==> config.mk <==
export PLATFORM = sky130hd
export DESIGN_NAME = fmrb_ctrl_flat
export DESIGN_NICKNAME = d
export VERILOG_FILES = /design/src/hw/rtl/fmrb_pkg.sv /design/src/hw/rtl/fmrb_if.sv /design/src/hw/rtl/fmrb_ctrl.sv /design/src/flat_wrapper.sv
export SDC_FILE = /design/constraint.sdc
export NUM_CORES = 1
export LEC_CHECK = 0
export BUFFER_PORTS_ARGS = -buffer_cell sky130_fd_sc_hd__buf_4
export CAP_MARGIN = 30
export CORE_ASPECT_RATIO = 1.1
export CORE_MARGIN = 5
export CORE_UTILIZATION = 54
export DETAILED_ROUTE_END_ITERATION = 10
export GPL_ROUTABILITY_DRIVEN = 0
export GPL_TIMING_DRIVEN = 1
export PLACE_DENSITY = 0.7
export SLEW_MARGIN = 20
export SYNTH_ARGS = -nofsm -noshare
export SYNTH_HDL_FRONTEND = slang
export SYNTH_SLANG_ARGS = --single-unit
export TNS_END_PERCENT = 20
==> constraint.sdc <==
create_clock -name clk -period 16.6 [get_ports clk]
set_input_delay 0 -clock clk [delete_from_list [all_inputs] [get_ports clk]]
set_output_delay 0 -clock clk [all_outputs]
set_load 0.05 [all_outputs]
==> src/hw/rtl/fmrb_pkg.sv <==
// package: shared constants, codes and types of the framed message ring buffer
package fmrb_pkg;

    localparam int BUF_BYTES = 4096;
    localparam int ADDR_W    = $clog2(BUF_BYTES);
    localparam int HDR_BYTES = 6;

    localparam logic [26:0] SERIAL_MAX = 27'd99999999;
    localparam logic [11:0] MAX_LEN_RESET = 12'd2048;
    localparam logic [11:0] COUNT_MAX = 12'd4095;

    typedef enum logic [1:0] {
        OP_WRITE = 2'd0,
        OP_READ  = 2'd1,
        OP_PEEK  = 2'd2,
        OP_CLEAR = 2'd3
    } op_t;

    typedef enum logic [2:0] {
        ST_OK    = 3'd0,
        ST_EMPTY = 3'd1,
        ST_CAP   = 3'd2,
        ST_BAD   = 3'd3,
        ST_REJ   = 3'd4
    } status_t;

    typedef enum logic [1:0] {
        PH_IDLE   = 2'd0,
        PH_ACCEPT = 2'd1,
        PH_DROP   = 2'd2
    } phase_t;

    typedef enum logic [3:0] {
        S_IDLE = 4'b0001,
        S_READ = 4'b0010,
        S_EXEC = 4'b0100,
        S_HDR  = 4'b1000
    } state_t;

    typedef struct packed {
        logic [2:0]  status;
        logic [7:0]  data_byte_out;
        logic [15:0] head_length;
        logic [26:0] serial;
        logic        last_of_message;
        logic [11:0] message_count;
        logic [11:0] free_bytes;
    } result_t;

    typedef struct packed {
        logic              we;
        logic [ADDR_W-1:0] waddr;
        logic [7:0]        wdata;
        logic [ADDR_W-1:0] raddr;
    } mem_req_t;

endpackage

==> src/hw/rtl/fmrb_if.sv <==
// interfaces: input word channel and result word channel
interface fmrb_in_if;
    logic        valid;
    logic        ready;
    logic [1:0]  operation;
    logic [7:0]  data_byte;
    logic [15:0] message_length;
    logic        last;
    logic [15:0] reader_capacity;
    logic [10:0] peek_offset;

    modport source (output valid, operation, data_byte, message_length, last,
                    reader_capacity, peek_offset, input ready);
    modport sink (input valid, operation, data_byte, message_length, last,
                  reader_capacity, peek_offset, output ready);
endinterface


==> src/hw/rtl/fmrb_ctrl.sv <==
// sequencer: fetches head header and data byte, executes the word, writes back
module fmrb_ctrl (
    input  logic                     clk,
    input  logic                     rst_n,
    fmrb_in_if.sink                  in_ch,
    input  logic                     cfg_we,
    input  logic [11:0]              cfg_wdata,
    output fmrb_pkg::mem_req_t       mem_req,
    input  logic [7:0]               mem_rdata,
    input  logic                     res_free,
    output logic                     res_load,
    output fmrb_pkg::result_t        res
);

    localparam int AW = fmrb_pkg::ADDR_W;

    fmrb_pkg::state_t state_reg, state_next;
    logic [2:0]       idx_reg, idx_next;

    // captured word
    logic [1:0]  op_reg;
    logic [7:0]  din_reg;
    logic [15:0] mlen_reg;
    logic        last_reg;
    logic [15:0] cap_reg;
    logic [10:0] poff_reg;

    // fetched header bytes and data byte
    logic [7:0] byte_reg [7];

    // ring state
    logic [AW-1:0] rp_reg, rp_next;
    logic [AW-1:0] cwp_reg, cwp_next;
    logic [AW-1:0] wcur_reg, wcur_next;
    logic [11:0]   taken_reg, taken_next;
    logic [11:0]   wlen_reg, wlen_next;
    fmrb_pkg::phase_t phase_reg, phase_next;
    logic [11:0]   roff_reg, roff_next;
    logic [26:0]   ser_reg, ser_next;
    logic [11:0]   cnt_reg, cnt_next;
    logic [11:0]   maxlen_reg;

    // header write-back
    logic [47:0]   hword_reg;
    logic [AW-1:0] hbase_reg;
    logic          hdr_go;

    logic [AW-1:0] hp;
    logic          empty;
    logic [15:0]   hlen;
    logic [31:0]   hser;
    logic [26:0]   nser;
    logic [AW-1:0] free_now;
    logic [11:0]   data_off;
    logic          fire;
    logic [2:0]    status;
    logic [7:0]    dout;
    logic          lastout;
    logic          mlen_bad;
    logic          hlen_bad;
    logic          dwe;

    assign in_ch.ready = (state_reg == fmrb_pkg::S_IDLE);
    assign fire        = (state_reg == fmrb_pkg::S_EXEC) && res_free;
    assign res_load    = fire;

    // head view, valid once the fetch is done
    assign hp       = rp_reg + AW'(1);
    assign empty    = (hp == cwp_reg);
    assign hlen     = empty ? 16'd0 : {byte_reg[0], byte_reg[1]};
    assign hser     = empty ? 32'd0 : {byte_reg[2], byte_reg[3], byte_reg[4], byte_reg[5]};
    assign nser     = (ser_reg >= fmrb_pkg::SERIAL_MAX) ? 27'd0 : ser_reg + 27'd1;
    assign free_now = rp_reg - cwp_reg - AW'(1);
    assign data_off = (op_reg == fmrb_pkg::OP_PEEK) ? {1'b0, poff_reg} : roff_reg;

    assign mlen_bad = (mlen_reg == 16'd0) ||
                      ((maxlen_reg != 12'd0) && (mlen_reg > {4'd0, maxlen_reg}));
    assign hlen_bad = (hlen == 16'd0) ||
                      ((maxlen_reg != 12'd0) && (hlen > {4'd0, maxlen_reg}));

    // memory port: fetch address, data write in exec, header write-back
    always_comb
    begin
        mem_req.raddr = hp + AW'(idx_reg);
        if (idx_reg == 3'd6)
        begin
            mem_req.raddr = hp + AW'(fmrb_pkg::HDR_BYTES) + data_off[AW-1:0];
        end
        if (state_reg == fmrb_pkg::S_HDR)
        begin
            mem_req.we    = 1'b1;
            mem_req.waddr = hbase_reg + AW'(idx_reg);
            mem_req.wdata = hword_reg[47 - 8*idx_reg -: 8];
        end
        else
        begin
            mem_req.we    = fire && dwe;
            mem_req.waddr = wcur_next - AW'(1);
            mem_req.wdata = din_reg;
        end
    end

    // execution of one word
    always_comb
    begin
        rp_next    = rp_reg;
        cwp_next   = cwp_reg;
        wcur_next  = wcur_reg;
        taken_next = taken_reg;
        wlen_next  = wlen_reg;
        phase_next = phase_reg;
        roff_next  = roff_reg;
        ser_next   = ser_reg;
        cnt_next   = cnt_reg;
        status     = fmrb_pkg::ST_OK;
        dout       = 8'd0;
        lastout    = 1'b0;
        hdr_go     = 1'b0;
        dwe        = 1'b0;
        case (op_reg)
            fmrb_pkg::OP_WRITE:
            begin
                if (phase_reg == fmrb_pkg::PH_IDLE)
                begin
                    if (mlen_bad || ({5'd0, free_now} < {1'b0, mlen_reg} + 17'd6))
                    begin
                        status     = fmrb_pkg::ST_REJ;
                        phase_next = last_reg ? fmrb_pkg::PH_IDLE : fmrb_pkg::PH_DROP;
                    end
                    else
                    begin
                        hdr_go     = 1'b1;
                        wcur_next  = cwp_reg + AW'(fmrb_pkg::HDR_BYTES);
                        taken_next = 12'd0;
                        wlen_next  = mlen_reg[11:0];
                        phase_next = fmrb_pkg::PH_ACCEPT;
                    end
                end
                else if (phase_reg == fmrb_pkg::PH_DROP)
                begin
                    status = fmrb_pkg::ST_REJ;
                    if (last_reg)
                    begin
                        phase_next = fmrb_pkg::PH_IDLE;
                    end
                end
                if ((phase_next == fmrb_pkg::PH_ACCEPT) && (status == fmrb_pkg::ST_OK))
                begin
                    if (taken_next >= wlen_next)
                    begin
                        status     = fmrb_pkg::ST_REJ;
                        phase_next = last_reg ? fmrb_pkg::PH_IDLE : fmrb_pkg::PH_DROP;
                    end
                    else
                    begin
                        dwe        = 1'b1;
                        wcur_next  = wcur_next + AW'(1);
                        taken_next = taken_next + 12'd1;
                        if (last_reg)
                        begin
                            if (taken_next == wlen_next)
                            begin
                                cwp_next = wcur_next;
                                ser_next = nser;
                                if (cnt_reg < fmrb_pkg::COUNT_MAX)
                                begin
                                    cnt_next = cnt_reg + 12'd1;
                                end
                            end
                            else
                            begin
                                status = fmrb_pkg::ST_REJ;
                            end
                            phase_next = fmrb_pkg::PH_IDLE;
                        end
                    end
                end
            end
            fmrb_pkg::OP_READ:
            begin
                if (empty)
                begin
                    status = fmrb_pkg::ST_EMPTY;
                end
                else if ((roff_reg == 12'd0) && hlen_bad)
                begin
                    status   = fmrb_pkg::ST_BAD;
                    rp_next  = cwp_reg - AW'(1);
                    cnt_next = 12'd0;
                end
                else if ((roff_reg == 12'd0) && (cap_reg < hlen))
                begin
                    status = fmrb_pkg::ST_CAP;
                end
                else
                begin
                    dout      = byte_reg[6];
                    roff_next = roff_reg + 12'd1;
                    if ({4'd0, roff_next} >= hlen)
                    begin
                        rp_next   = rp_reg + AW'(fmrb_pkg::HDR_BYTES) + hlen[AW-1:0];
                        roff_next = 12'd0;
                        lastout   = 1'b1;
                        if (cnt_reg != 12'd0)
                        begin
                            cnt_next = cnt_reg - 12'd1;
                        end
                    end
                end
            end
            fmrb_pkg::OP_PEEK:
            begin
                if (empty)
                begin
                    status = fmrb_pkg::ST_EMPTY;
                end
                else if (hlen_bad)
                begin
                    status = fmrb_pkg::ST_BAD;
                end
                else if (cap_reg < hlen)
                begin
                    status = fmrb_pkg::ST_CAP;
                end
                else if ({5'd0, poff_reg} < hlen)
                begin
                    dout = byte_reg[6];
                end
            end
            default:
            begin
                rp_next    = AW'(0);
                cwp_next   = AW'(1);
                wcur_next  = AW'(1);
                taken_next = 12'd0;
                phase_next = fmrb_pkg::PH_IDLE;
                roff_next  = 12'd0;
                cnt_next   = 12'd0;
            end
        endcase
    end

    // result word
    always_comb
    begin
        res.status          = status;
        res.data_byte_out   = dout;
        res.head_length     = hlen;
        res.serial          = (op_reg == fmrb_pkg::OP_WRITE) ? nser : hser[26:0];
        res.last_of_message = lastout;
        res.message_count   = cnt_next;
        res.free_bytes      = 12'(rp_next - cwp_next - AW'(1));
    end

    // sequencer
    always_comb
    begin
        state_next = state_reg;
        idx_next   = idx_reg;
        case (state_reg)
            fmrb_pkg::S_IDLE:
            begin
                idx_next = 3'd0;
                if (in_ch.valid)
                begin
                    state_next = fmrb_pkg::S_READ;
                end
            end
            fmrb_pkg::S_READ:
            begin
                idx_next = idx_reg + 3'd1;
                if (idx_reg == 3'd7)
                begin
                    state_next = fmrb_pkg::S_EXEC;
                    idx_next   = 3'd0;
                end
            end
            fmrb_pkg::S_EXEC:
            begin
                if (fire)
                begin
                    state_next = hdr_go ? fmrb_pkg::S_HDR : fmrb_pkg::S_IDLE;
                    idx_next   = 3'd0;
                end
            end
            fmrb_pkg::S_HDR:
            begin
                idx_next = idx_reg + 3'd1;
                if (idx_reg == 3'(fmrb_pkg::HDR_BYTES - 1))
                begin
                    state_next = fmrb_pkg::S_IDLE;
                    idx_next   = 3'd0;
                end
            end
            default:
            begin
                state_next = fmrb_pkg::S_IDLE;
                idx_next   = 3'd0;
            end
        endcase
    end

    // control and ring state registers
    always_ff @(posedge clk or negedge rst_n)
    begin
        if (!rst_n)
        begin
            state_reg  <= fmrb_pkg::S_IDLE;
            idx_reg    <= 3'd0;
            rp_reg     <= AW'(0);
            cwp_reg    <= AW'(1);
            wcur_reg   <= AW'(1);
            taken_reg  <= 12'd0;
            wlen_reg   <= 12'd0;
            phase_reg  <= fmrb_pkg::PH_IDLE;
            roff_reg   <= 12'd0;
            ser_reg    <= 27'd0;
            cnt_reg    <= 12'd0;
            maxlen_reg <= fmrb_pkg::MAX_LEN_RESET;
        end
        else
        begin
            state_reg <= state_next;
            idx_reg   <= idx_next;
            if (cfg_we)
            begin
                maxlen_reg <= cfg_wdata;
            end
            if (fire)
            begin
                rp_reg    <= rp_next;
                cwp_reg   <= cwp_next;
                wcur_reg  <= wcur_next;
                taken_reg <= taken_next;
                wlen_reg  <= wlen_next;
                phase_reg <= phase_next;
                roff_reg  <= roff_next;
                ser_reg   <= ser_next;
                cnt_reg   <= cnt_next;
            end
        end
    end

    // captured word, fetched bytes and header image
    always_ff @(posedge clk)
    begin
        if (in_ch.valid && in_ch.ready)
        begin
            op_reg   <= in_ch.operation;
            din_reg  <= in_ch.data_byte;
            mlen_reg <= in_ch.message_length;
            last_reg <= in_ch.last;
            cap_reg  <= in_ch.reader_capacity;
            poff_reg <= in_ch.peek_offset;
        end
        if ((state_reg == fmrb_pkg::S_READ) && (idx_reg != 3'd0))
        begin
            byte_reg[idx_reg - 3'd1] <= mem_rdata;
        end
        if (fire)
        begin
            hword_reg <= {mlen_reg, 5'd0, nser};
            hbase_reg <= cwp_reg;
        end
    end

endmodule

==> src/flat_wrapper.sv <==
// flat-port wrapper written by rule: the top's interface ports become plain ports
module fmrb_ctrl_flat 
  (clk, rst_n, cfg_we, cfg_wdata, mem_req, mem_rdata, res_free, res_load, res, in_ch_valid, in_ch_operation, in_ch_data_byte, in_ch_message_length, in_ch_last, in_ch_reader_capacity, in_ch_peek_offset, in_ch_ready);
  fmrb_in_if in_ch_i ();
  input  logic clk;
  input  logic rst_n;
  input  logic cfg_we;
  input  logic [11:0] cfg_wdata;
  output fmrb_pkg::mem_req_t mem_req;
  input  logic [7:0] mem_rdata;
  input  logic res_free;
  output logic res_load;
  output fmrb_pkg::result_t res;
  input wire logic [$bits(in_ch_i.valid)-1:0] in_ch_valid;
  input wire logic [$bits(in_ch_i.operation)-1:0] in_ch_operation;
  input wire logic [$bits(in_ch_i.data_byte)-1:0] in_ch_data_byte;
  input wire logic [$bits(in_ch_i.message_length)-1:0] in_ch_message_length;
  input wire logic [$bits(in_ch_i.last)-1:0] in_ch_last;
  input wire logic [$bits(in_ch_i.reader_capacity)-1:0] in_ch_reader_capacity;
  input wire logic [$bits(in_ch_i.peek_offset)-1:0] in_ch_peek_offset;
  output wire logic [$bits(in_ch_i.ready)-1:0] in_ch_ready;
  assign in_ch_i.valid = in_ch_valid;
  assign in_ch_i.operation = in_ch_operation;
  assign in_ch_i.data_byte = in_ch_data_byte;
  assign in_ch_i.message_length = in_ch_message_length;
  assign in_ch_i.last = in_ch_last;
  assign in_ch_i.reader_capacity = in_ch_reader_capacity;
  assign in_ch_i.peek_offset = in_ch_peek_offset;
  assign in_ch_ready = in_ch_i.ready;
  fmrb_ctrl u_core (.clk(clk), .rst_n(rst_n), .in_ch(in_ch_i), .cfg_we(cfg_we), .cfg_wdata(cfg_wdata), .mem_req(mem_req), .mem_rdata(mem_rdata), .res_free(res_free), .res_load(res_load), .res(res));
endmodule
### After elaboration in Yosys (flattened, before gate mapping)

Memories as Yosys holds them, arrays and structs flattened.
Index checks and enable logic that the tools add are counted.

| word-level totals | value |
|---|---|
| memory bits (writable) | 56 |
| bits of input ports | 79 |
| word-level logic and storage cells | 210 |
| memories kept | 1 |
| output and inout port bits | 114 |
| bits in registers | 241 |

Memory list:

| name | depth | width | read ports | clocked after memory_dff | wr ports | line | RTL |
|---|---|---|---|---|---|---|---|
| u_core.byte_reg | 7 | 8 | 7 | 0 | 1 | fmrb_ctrl.sv:29 | `logic [7:0] byte_reg [7];` |

| operators by class | value |
|---|---|
| mux-type cells | 104 |
| bitwise operators | 3 |
| add/sub/neg operators | 24 |
| equal/unequal tests | 20 |
| reduce and logical (&&, ||, !) cells | 28 |
| shift operators | 1 |
| $lt $le $gt $ge | 9 |

Operator list:

| operator | number |
|---|---|
| $mux 12 | 37 |
| $pmux 12 s2 | 5 |
| $mux 27 | 3 |
| $add 12x1->12 const B | 5 |
| $sub 12x1->12 const B | 5 |
| $mux 8 | 7 |
| $shiftx 55x33->8 | 1 |
| $mux 3 | 15 |
| $add 12x3->12 const B | 3 |
| $pmux 12 s3 | 1 |
| $gt 16x12->1 | 2 |
| $logic_not 16->1 | 2 |
| $add 27x1->27 const B | 1 |
| $ge 27x27->1 const B | 1 |
| $add 12x12->12 | 2 |
| $add 12x3->12 | 2 |
| $eq 12x12->1 | 2 |
| $reduce_bool 12->1 | 2 |
| $sub 12x12->12 | 2 |
| $mux 2 | 11 |
| $mux 21 | 1 |
| $mux 4 | 5 |
| $pmux 3 s3 | 2 |
| $add 16x3->17 const B | 1 |
| other kinds (35) | 71 |

### Longest topological paths before layout

| logic depth | value |
|---|---|
| word-level depth | 16 |
| mapped depth | 54 |
| depth with buffers taken out | 46 |

### Worst setup path before layout

OpenSTA, ideal clock, no wires.

| path | value |
|---|---|
| path kind | reg-to-output |
| from | reg u_core.cwp_reg[1] |
| to | out res[11] in the netlist's numbering |
| stages on the path, launching flop included | 50 |
| data arrival time | 10.023 ns |
| buffers on the path | 8 |
| required time | 16.600 ns |
| path slack | 6.577 ns |
| cell sequence | dfrtp_1 -> clkbuf_1 -> inv_1 -> ha_1 -> a21o_1 -> a21oi_1 -> o21bai_1 -> a21oi_1 -> o21bai_1 -> a21oi_1 -> o21bai_1 -> a21oi_1 -> o21ai_0 -> xnor2_1 -> ha_1 -> o21ai_0 -> nand2b_1 -> o311ai_1 -> (+14 left out) -> nor4b_2 -> clkbuf_1 -> o21bai_1 -> nand2_1 -> a21o_1 -> ha_1 -> a21o_1 -> a21oi_1 -> nor2b_1 -> o21a_1 -> o21ai_0 -> nand2b_1 -> a21oi_1 -> nor2b_1 -> o21ai_0 -> a21oi_1 -> xor2_1 -> xnor2_1 |

RTL lines:

| item | line | RTL |
|---|---|---|
| from (decl) | fmrb_ctrl.sv:33 | `logic [AW-1:0] cwp_reg, cwp_next;` |
| from (signal assigned) | fmrb_ctrl.sv:332 | `cwp_reg <= cwp_next;` |
| to (decl) | flat_wrapper.sv:13 | `output fmrb_pkg::result_t res;` |

==> impl_metrics.csv <==
group,metric,value,unit
setup_path,cp_max_fo,66,
power_and_ir_drop,p_leak,10.8,nW
sta,maxSlewHeadroom,36.7,%
clocking,ctsResizeCount,0,
logic_synthesis,synth_enable_flop_cells,160,
route,top_layer,"met5",
route,ant_nets,0,
logic_synthesis,synth-seq-cells,292,
placement,place_area,0.0235,mm²
finish,largest_register_ffs,51,
logic_synthesis,synth_async_sr_flop_share,45.2,%
floorplan,start_util,54.3,%
clocking,numCtsBuffers,35,
sta,setup-tns-final,0,ps
sta,grt_setup_unrepaired,"false",
setup_path,slowest_delay,660,ps
route,num_vias,19400,
power_and_ir_drop,power.density,88.5,mW/mm²
clocking,cts-root-buf,"clkbuf_16",
setup_path,worst-r2r-cell-count,28,
finish,fillCellCount,3138,
clocking,clk_latency,560,ps
logic_synthesis,yosysMostFrequentCell,"nand2_1",
setup_path,crit_path_top_delay_cell,"dfrtp_1",
clocking,clk_path_buf_depth,3,
setup_path,r2r_slack,7600,ps
logic_synthesis,syn_avg_cell_area,9.13,µm²
logic_synthesis,synth_common_cells,"298 x nand2_1, 186 x o21ai_0, 180 x ha_1",
route,routed_via_density,6.18,
route,drcViolationCount,0,
logic_synthesis,synthCells,2378,
global_route,grt_max_degree,82,
hold_path,min_path_type,"primary input to async pin",
clocking,path_clk_slew,60,ps
flow_run,max_cap_violations,0,
logic_synthesis,synth_top_area_cell,"edfxtp_1",
route,routed_wl,66700,µm
finish,nNetsFinal,2872,
sta,hold_viol,0,
sta,tightest_slew,947,ps
setup_path,crit_top_cell,"a21oi_1",
power_and_ir_drop,peakVddDrop,0.0000929,V
setup_path,r2r_end,"u_core.ser_reg[23]",
floorplan,rows,77,
route,wl_met3,5600,µm
clocking,cts_hold_buf,100,
status,status,"completed",
route,firstDrtPassIters,6,
setup_path,critical_path_class,"flop to output port",
logic_synthesis,syn-num-nets,2643,
sta,setup_viol,0,
global_route,grt_pass1_vias,19000,
clocking,cts_tree,"yes",
logic_synthesis,seq_area_frac_synth,37.4,%
floorplan,die_y,220,µm
setup_path,rr_startpoint,"u_core.cwp_reg[1]",
global_route,track_usage,29.3,%
global_route,antenna_found_initial,2,
sta,fmax,0.0884,GHz
logic_synthesis,synth_cell_types,88,
route,wl_met2,31300,µm
sta,min_period,11320,ps
floorplan,dieArea,0.0443,mm²
logic_synthesis,yosysTopAreaCellShare,22.1,%
clocking,numClockSinks,292,
setup_path,crit_start,"u_core.cwp_reg[1]",
setup_path,startpoint_type,"flop",
floorplan,fp.dieW,201,µm
logic_synthesis,synth_ff_type,"edfxtp_1",
clocking,htree_num_levels,2,
logic_synthesis,mappedNetlistArea,0.0217,mm²
logic_synthesis,synth_warnings,0,
logic_synthesis,synthTopCellsByArea,"edfxtp_1 22%, dfrtp_1 15%, ha_1 10%",
floorplan,core,0.0400,mm²
setup_path,cp_top_family,"compound AO/OA/AOI/OAI gates",
finish,fin_area,0.0257,mm²
global_route,grt_pass1_wl,104000,µm
route,drt_iter0_markers,1974,
route,wl_per_cell,21.2,µm
finish,drive_above_1_share,13.8,%
setup_path,cp-end-kind,"output port",
setup_path,cp.arrival,11320,ps
setup_path,critPathBufInv,4,
clocking,post-cts-setup-buffers,0,
sta,drv_slew,0,
placement,place_hpwl,48400,µm
sta,skew,12.1,ps
setup_path,required,16600,ps
sta,timing.final.crit_share,68.2,%
route,drt-met1-wl,27200,µm
finish,syn_to_final_growth,18.3,%
floorplan,num_io_pins,193,
placement,numPortBuffers,192,
global_route,globalRouteOverflowTotal,0,
[logic make-up after synthesis]
| kind of cell | Yosys count | share of synthesized area (%) |
|---|---|---|
| mux | 95 | 4.84 |
| fa+ha+maj | 186 | 10.9 |
| buf+inv | 247 | 4.42 |
| flops | 292 | 37.4 |
| simple gates | 799 | 18.0 |
| compound gates | 567 | 16.5 |
| xor+xnor | 192 | 7.93 |
[area by class of cell]
cell class	count	area [µm²]	share of cell area (%)
Timing Repair Buffer	319	2660	10.3
Sequential cell	292	8110	31.6
Multi-Input combinational cell	1839	12700	49.3
Tap cell	513	642	2.50
Inverter	120	450	1.75
Clock inverter	18	230	0.896
Antenna cell	2	5.00	0.0195
Clock buffer	45	943	3.67
[cells in the final DEF (no fill, tap or decap), drive strengths merged, types with 50 or more instances in the layout]
master,n
xor2,65
inv,121
nor2,146
dfrtp,128
mux2,50
o21ai,193
ha,180
nand2,298
a21oi,117
nand3,69
edfxtp,160
dlygate4sd3,100
buf,219
xnor2,124
[routing by layer]
layer	track usage, %	vias up
met3	5.26	163
met4	10.9	2
met1	38.3	9279
li1	-	9057
met5	0	-
met2	49.2	942
[worst max-delay path by stage]
stage	end	slack, ps	cells past startpoint
2_1_floorplan	res[11]	6580	49
4_1_cts	res[11]	5460	45
5_1_grt	res[11]	4400	45
6_report	res[11]	5280	45
3_3_place_gp	res[11]	6580	45
3_5_place_dp	res[11]	6090	45
[worst reg2reg max path, delay by kind of cell, from the launching register on]
kind                     cells  cell delay [ps]
AO/OA/AOI/OAI               15             3160
AND/OR/NAND/NOR              5             2140
adder cells (fa/ha/maj)      3              940
buffers and inverters        2              910
multiplexers                 2              900
flip-flops                   1              660
XOR/XNOR                     1              150
[stage by stage]
stage	hold slack, ps	total power (W)	util, %	worst slack [ps]	instances
4_1_cts	94.5	0.00228	64.2	5460	3145
6_report	57.0	0.00227	64.3	5280	3148
3_3_place_gp	113	0.00145	58.8	6580	2981
3_5_place_dp	120	0.00146	58.8	6090	2982
5_1_grt	124	0.00237	64.3	4400	3147
2_1_floorplan	-296	0.00125	-	6580	2378
[report_power, final]
part	total, W	internal [W]	switching, W
Combinational	0.000618	0.000216	0.000403
Sequential	0.000857	0.000813	0.0000439
Clock	0.000800	0.000471	0.000329
No activity file was read; power rests on OpenSTA's default activity.
